$ cat src/blr_pkg.sv
// shared types and constants for the bresenham line rasterizer
`default_nettype none

package blr_pkg;

  localparam int unsigned SCREEN_WIDTH = 240;

  typedef enum logic {
    CMD_START = 1'b0,
    CMD_STEP  = 1'b1
  } cmd_code_t;

  typedef struct packed {
    cmd_code_t   command;
    logic [7:0]  start_x;
    logic [7:0]  start_y;
    logic [7:0]  end_x;
    logic [7:0]  end_y;
    logic [14:0] line_colour;
  } cmd_t;

  typedef struct packed {
    logic [15:0] pixel_address;
    logic [7:0]  pixel_x;
    logic [7:0]  pixel_y;
    logic [14:0] pixel_colour;
    logic        last_pixel;
  } pix_t;

  // line parameters worked out from the two endpoints
  typedef struct packed {
    logic [7:0] long_span;
    logic [7:0] short_span;
    logic [1:0] diag_step_x;
    logic [1:0] diag_step_y;
    logic [1:0] major_step_x;
    logic [1:0] major_step_y;
  } setup_t;

  function automatic logic [15:0] pixel_addr(input logic [7:0] x, input logic [7:0] y);
    logic [15:0] prod;
    prod = 16'(y) * 16'(SCREEN_WIDTH);
    return prod + 16'(x);
  endfunction

endpackage

`default_nettype wire

$ cat src/blr_setup.sv
// endpoint setup: step directions and major/minor spans of a new line
`default_nettype none

module blr_setup (
  input  wire logic [7:0]     x0,
  input  wire logic [7:0]     y0,
  input  wire logic [7:0]     x1,
  input  wire logic [7:0]     y1,
  output blr_pkg::setup_t     setup
);
  import blr_pkg::*;

  logic [8:0] dw;
  logic [8:0] dh;
  logic [7:0] aw;
  logic [7:0] ah;
  logic [1:0] sx;
  logic [1:0] sy;

  always_comb begin
    dw = {1'b0, x1} - {1'b0, x0};
    dh = {1'b0, y1} - {1'b0, y0};
    aw = dw[8] ? 8'(-dw) : dw[7:0];
    ah = dh[8] ? 8'(-dh) : dh[7:0];
    // two's complement -1 / 0 / +1
    sx = dw[8] ? 2'b11 : ((dw == 9'd0) ? 2'b00 : 2'b01);
    sy = dh[8] ? 2'b11 : ((dh == 9'd0) ? 2'b00 : 2'b01);

    setup.diag_step_x = sx;
    setup.diag_step_y = sy;
    if (ah > aw) begin
      setup.long_span    = ah;
      setup.short_span   = aw;
      setup.major_step_x = 2'b00;
      setup.major_step_y = sy;
    end else begin
      setup.long_span    = aw;
      setup.short_span   = ah;
      setup.major_step_x = sx;
      setup.major_step_y = 2'b00;
    end
  end

endmodule

`default_nettype wire

$ cat src/blr_engine.sv
// line state and the per-pixel error step
`default_nettype none

module blr_engine (
  input  wire logic         clk,
  input  wire logic         rst,
  input  wire logic         go,
  input  wire blr_pkg::cmd_t item,
  output logic              res_valid,
  output blr_pkg::pix_t     res
);
  import blr_pkg::*;

  logic        busy;
  logic [7:0]  cur_x;
  logic [7:0]  cur_y;
  logic [8:0]  error_term;
  logic [7:0]  long_span;
  logic [7:0]  short_span;
  logic [7:0]  pixels_left;
  logic [1:0]  diag_step_x;
  logic [1:0]  diag_step_y;
  logic [1:0]  major_step_x;
  logic [1:0]  major_step_y;
  logic [14:0] held_colour;

  setup_t      setup;
  logic [8:0]  err_sum;
  logic        diag;
  logic [8:0]  error_next;
  logic [7:0]  x_next;
  logic [7:0]  y_next;
  logic        last;

  blr_setup u_setup (
    .x0    (item.start_x),
    .y0    (item.start_y),
    .x1    (item.end_x),
    .y1    (item.end_y),
    .setup (setup)
  );

  always_comb begin
    last       = (pixels_left == 8'd0);
    err_sum    = error_term + {1'b0, short_span};
    diag       = err_sum > {1'b0, long_span};
    error_next = diag ? (err_sum - {1'b0, long_span}) : err_sum;
    if (diag) begin
      x_next = cur_x + {{6{diag_step_x[1]}}, diag_step_x};
      y_next = cur_y + {{6{diag_step_y[1]}}, diag_step_y};
    end else begin
      x_next = cur_x + {{6{major_step_x[1]}}, major_step_x};
      y_next = cur_y + {{6{major_step_y[1]}}, major_step_y};
    end

    res_valid         = (item.command == CMD_STEP) && busy;
    res.pixel_address = pixel_addr(cur_x, cur_y);
    res.pixel_x       = cur_x;
    res.pixel_y       = cur_y;
    res.pixel_colour  = held_colour;
    res.last_pixel    = last;
  end

  always_ff @(posedge clk) begin
    if (rst) begin
      busy <= 1'b0;
    end else if (go) begin
      if (item.command == CMD_START) begin
        busy <= 1'b1;
      end else if (busy && last) begin
        busy <= 1'b0;
      end
    end
  end

  always_ff @(posedge clk) begin
    if (go) begin
      if (item.command == CMD_START) begin
        cur_x        <= item.start_x;
        cur_y        <= item.start_y;
        error_term   <= {2'b00, setup.long_span[7:1]};
        long_span    <= setup.long_span;
        short_span   <= setup.short_span;
        pixels_left  <= setup.long_span;
        diag_step_x  <= setup.diag_step_x;
        diag_step_y  <= setup.diag_step_y;
        major_step_x <= setup.major_step_x;
        major_step_y <= setup.major_step_y;
        held_colour  <= item.line_colour;
      end else if (busy) begin
        cur_x      <= x_next;
        cur_y      <= y_next;
        error_term <= error_next;
        if (!last) begin
          pixels_left <= pixels_left - 8'd1;
        end
      end
    end
  end

endmodule

`default_nettype wire

$ cat src/bresenham_line_rasterizer_core.sv
// top level of the bresenham line rasterizer
//
// cmd channel: a start item (command = start) loads both endpoints and the
// colour and produces no pixel; a step item (command = step) produces the next
// pixel of the running line, in order from the first endpoint to the second.
// a step while no line runs produces nothing; a start always restarts.
// pix channel: one item per pixel with frame buffer address, x, y, colour and
// last_pixel on pixel long_span+1, after which the line is finished.
// a step item passes the input register and then the result register on its way
// to pix (one input register, one result register).
// throughput: one item per cycle while the receiver takes each pixel; the error update is one add, one compare and
// one subtract, and the address one constant multiply and add.
// when the receiver stalls the pixel holds in the result register, one more
// item that would produce a pixel waits in the input register, and cmd_ready then drops.
// reset marks the input and result registers empty and ends any running line.
`default_nettype none

module bresenham_line_rasterizer_core (
  input  wire logic         clk,
  input  wire logic         rst,
  input  wire logic         cmd_valid,
  output logic              cmd_ready,
  input  wire blr_pkg::cmd_t cmd,
  output logic              pix_valid,
  input  wire logic         pix_ready,
  output blr_pkg::pix_t     pix
);
  import blr_pkg::*;

  logic  in_full;
  cmd_t  in_q;
  logic  res_valid;
  pix_t  res;
  logic  out_free;
  logic  advance;

  blr_engine u_engine (
    .clk       (clk),
    .rst       (rst),
    .go        (advance),
    .item      (in_q),
    .res_valid (res_valid),
    .res       (res)
  );

  assign out_free  = !pix_valid || pix_ready;
  // items that produce no pixel never wait on the output side
  assign advance   = in_full && (!res_valid || out_free);
  assign cmd_ready = !in_full || advance;

  always_ff @(posedge clk) begin
    if (rst) begin
      in_full <= 1'b0;
    end else if (cmd_ready) begin
      in_full <= cmd_valid;
    end
  end

  always_ff @(posedge clk) begin
    if (cmd_ready && cmd_valid) begin
      in_q <= cmd;
    end
  end

  always_ff @(posedge clk) begin
    if (rst) begin
      pix_valid <= 1'b0;
    end else if (advance && res_valid) begin
      pix_valid <= 1'b1;
    end else if (pix_ready) begin
      pix_valid <= 1'b0;
    end
  end

  always_ff @(posedge clk) begin
    if (advance && res_valid) begin
      pix <= res;
    end
  end

endmodule

`default_nettype wire

$ cat config.mk
export PLATFORM = sky130hd
export DESIGN_NAME = bresenham_line_rasterizer_core
export DESIGN_NICKNAME = d
export VERILOG_FILES = /design/src/blr_pkg.sv /design/src/blr_setup.sv /design/src/blr_engine.sv /design/src/bresenham_line_rasterizer_core.sv
export SDC_FILE = /design/constraint.sdc
export NUM_CORES = 1
export LEC_CHECK = 0
export BUFFER_PORTS_ARGS = -buffer_cell sky130_fd_sc_hd__buf_4
export CORE_MARGIN = 2
export CORE_UTILIZATION = 35
export DETAILED_ROUTE_END_ITERATION = 8
export HOLD_SLACK_MARGIN = 0.05
export PLACE_DENSITY = 0.57
export SYNTH_ARGS = -nofsm -noshare
export SYNTH_HDL_FRONTEND = slang
export SYNTH_SLANG_ARGS = --single-unit
$ cat constraint.sdc
create_clock -name clk -period 13.3 [get_ports clk]
set_clock_uncertainty 0.2 [all_clocks]
set_input_delay 1.33 -clock clk [delete_from_list [all_inputs] [get_ports clk]]
set_output_delay 1.33 -clock clk [all_outputs]
set_load 0.01 [all_outputs]
==> results.cfg <==
[synthesis]
ys.warnings.count = 0
syn_nets = 906
ys_ff_latch = 167
muxShareOfSynthArea_pct = 3.98
yosys.cell_types.count = 55
synth_top_family_by_area = adder cells
yosys.area_share.adder_pct = 14.7
synth_compound_area_share_pct = 10.1
mappedNetlistArea_mm2 = 0.00942
yosys.area_share.simple_pct = 8.69
yosysSeqAreaShare_pct = 52.9
synth_edf_count = 164
syn_inst = 755
synthXorXnorAreaFrac_pct = 6.00
synth_area_per_cell_um2 = 12.5
synth_flop_cell = edfxtp_1
synth-async-reset-ratio_pct = 0

[cts]
ctsHoldBuffers = 0
cts_buffer_depth = 2
tritoncts = yes
cts.root.buffer_cell = clkbuf_16
cts.reportedPaths.clkPinSlew_ns = 0.09
numCtsBuffers = 17
cts_sinks = 167
cts_resized = 0
clock_latency_ns = 0.44
htreeDepth = 4
cts_setup_buffers = 0

[pwr]
combinationalPowerShare_pct = 43.0
switchingPower_uw = 805
p_int_mw = 1.35
clkPwrFrac_pct = 25.1
seqPwrFrac_pct = 31.9
p_leak_nw = 4.58
powerDensity_mw_per_mm2 = 191
sw_frac_of_total_pct = 37.4
ir_worst_vdd_v = 0.000101

[setup_path]
cp_slowest_stage_delay_ns = 0.42
path_delay_family = adder cells
critPathCaptureType = flip-flop
crit_chain = ha_1 -> fa_1 -> a21oi_1 -> o21bai_1 -> xor2_1 -> ha_1 -> and3_1 -> o21ai_0 -> a21o_1 -> or3b_1 -> a21oi_2 -> buf_4 -> mux2_2 -> ha_1 -> fa_1 -> a21o_1 -> a21o_1 -> a21o_1 -> a21oi_1 -> xnor2_1 -> nand2_1 -> o21ai_0
start_kind = flip-flop
arrival_ns = 5.55
crit_fanout = 15
crit_start = u_engine.short_span[0]$_DFFE_PP_
path_buf_inv = 1
required_ns = 13.26
r2r-start = u_engine.short_span[0]$_DFFE_PP_
crit_type = reg2reg
crit_top_cell = a21o_1
crit_path_top_delay_cell = fa_1

[sta]
report.final.slew_viol_count = 0
worst_pin_slew_ns = 1.19
fmax_mhz = 179
period_needed_ns = 5.58
rsz0062_at_grt = no
tns_ns = 0
finalCritPeriodShare_pct = 42.0
relSlewSlack_pct = 20.1
timing.final.hold_violations = 0
setup_violations = 0

[placed_design]
gp_congestion = 0.834
dpl.hpwl_um = 14200
place_area_mm2 = 0.0106
io_buffers = 101

[floorplan]
coreArea_mm2 = 0.0267
die_w_um = 168
start_util_pct = 35.3
io_pins = 102
die_h_um = 168
rows = 60
dieArea_mm2 = 0.0282

[layout]
fin_area_mm2 = 0.0113
final-seq-area_mm2 = 0.00498
multiInputGateArea_mm2 = 0.00412
final_common_cell = edfxtp_1
layout_common_cells = edfxtp_1 (164), buf_4 (108), ha_1 (79), inv_1 (69), a21oi_1 (44)
drive_gt1_share_pct = 19.2
final_nets = 1019
synthToLayoutAreaGrowth_pct = 19.5
antenna_cells = 0
nFillCells = 2522

[drt]
drc = 0
wirelength_um = 19500
vias = 6063
drtIter0Drc = 359
drt-pass1-iter-count = 7
antenna_left = 0
viasPerCell = 4.96
routedWlPerCell_um = 15.9

[grt]
grtUsageMet2_pct = 23.2
globalRouteMet3Util_pct = 2.84
grt_pass1_vias = 6037
antenna_found_initial = 0
busiest_layer = met2
grt_max_degree = 55
grt_pass1_wl_um = 31400
met1_usage_pct = 19.1
grt_overflow = 0
track_usage_pct = 14.1

[hold_path]
hold_path.class = reg2reg
min_from = in_q[6]$_DFFE_PP_

[status]
status = completed

[job]
max-cap-violations = 0
-- synth_stat cells (3+ instances only) --
library cell,number,area (µm²)
or3_1,3,18.8
a31oi_1,3,18.8
mux2i_1,18,180
inv_1,69,259
nor3_1,16,80.1
dfxtp_1,3,60.1
o41ai_1,4,35.0
xnor2_1,30,263
ha_1,79,988
nand4_1,4,25.0
nand2_1,42,158
a21oi_1,44,220
a21boi_0,3,22.5
fa_1,20,400
mux2_2,12,135
xor2_1,32,280
o2111ai_1,5,43.8
edfxtp_1,164,4920
buf_4,5,37.5
or4_1,6,45.0
and3_1,6,37.5
o21ai_0,27,135
a21o_1,20,150
nor2b_1,7,43.8
nor2_1,31,116
clkbuf_1,6,22.5
o21a_1,3,22.5
buf_1,3,11.3
and2_1,4,25.0
nand3_1,21,105
o211ai_1,4,30.0
or2_2,5,31.3
nand3b_1,5,37.5
nand2b_1,6,37.5
a2111oi_0,3,26.3
a211oi_1,8,60.1
o21bai_1,8,60.1
-- cell type report --
type | count | share of cell area, %
repair buffers | 108 | 7.20
multi-input cells | 504 | 36.5
clock inverters | 15 | 2.10
inverters | 70 | 2.33
clock buffers | 17 | 3.78
flip-flops and latches | 167 | 44.3
well taps | 341 | 3.79
-- power groups by stage --
stage | clock, mW | combinational, mW | sequential [mW]
after floorplan | 0 | 0.727 | 0.693
after global placement | 0 | 0.919 | 0.699
after detailed placement | 0 | 0.924 | 0.700
after CTS | 0.555 | 0.933 | 0.688
after global routing | 0.573 | 1.05 | 0.692
final | 0.540 | 0.926 | 0.687
-- worst paths after layout --
| path | to | slack (ns) | cells after the start |
|---|---|---|---|
| hold / removal | u_engine.held_colour[6]$_DFFE_PP_ | 0.22 | 0 |
| setup / recovery | u_engine.cur_y[6]$_DFFE_PP_ | 7.72 | 22 |
| hold reg to reg | u_engine.held_colour[6]$_DFFE_PP_ | 0.22 | 0 |
| setup reg to reg | u_engine.cur_y[6]$_DFFE_PP_ | 7.72 | 22 |
-- flip-flops by register name, indices dropped and copies added, names as in the netlist, 2 cells and up --
register               cells
in_q                      48
pix                       44
u_engine.held_colour      15
u_engine.error_term        9
u_engine.cur_x             8
u_engine.cur_y             8
u_engine.long_span         8
u_engine.pixels_left       8
u_engine.short_span        8
u_engine.diag_step_x       2
u_engine.diag_step_y       2
u_engine.major_step_x      2
u_engine.major_step_y      2
-- routing by layer --
layer / wire, µm / part of all wire [%]
met5: 0 / 0
met4: 207 / 1.1
met3: 829 / 4.3
met2: 9310 / 48
met1: 9110 / 47
-- per-stage QoR --
step	total power, mW	worst slack, ns	hold WS [ns]	std cells	utilization [%]
after floorplan	1.42	8.03	0.200	755	-
after global placement	1.62	7.76	0.200	1190	39.7
after detailed placement	1.62	7.71	0.205	1190	39.7
after CTS	2.18	7.66	0.215	1222	42.1
after global routing	2.31	7.38	0.218	1222	42.1
final	2.15	7.72	0.218	1222	42.1
-- cells by family after synthesis --
kind of cell / Yosys count
flip-flops: 167
XOR/XNOR: 63
multiplexers: 33
AND/OR/NAND/NOR: 163
buffers and inverters: 84
adder cells (fa/ha/maj): 99
AO/OA/AOI/OAI: 146
No activity file was read; power rests on OpenSTA's default activity.
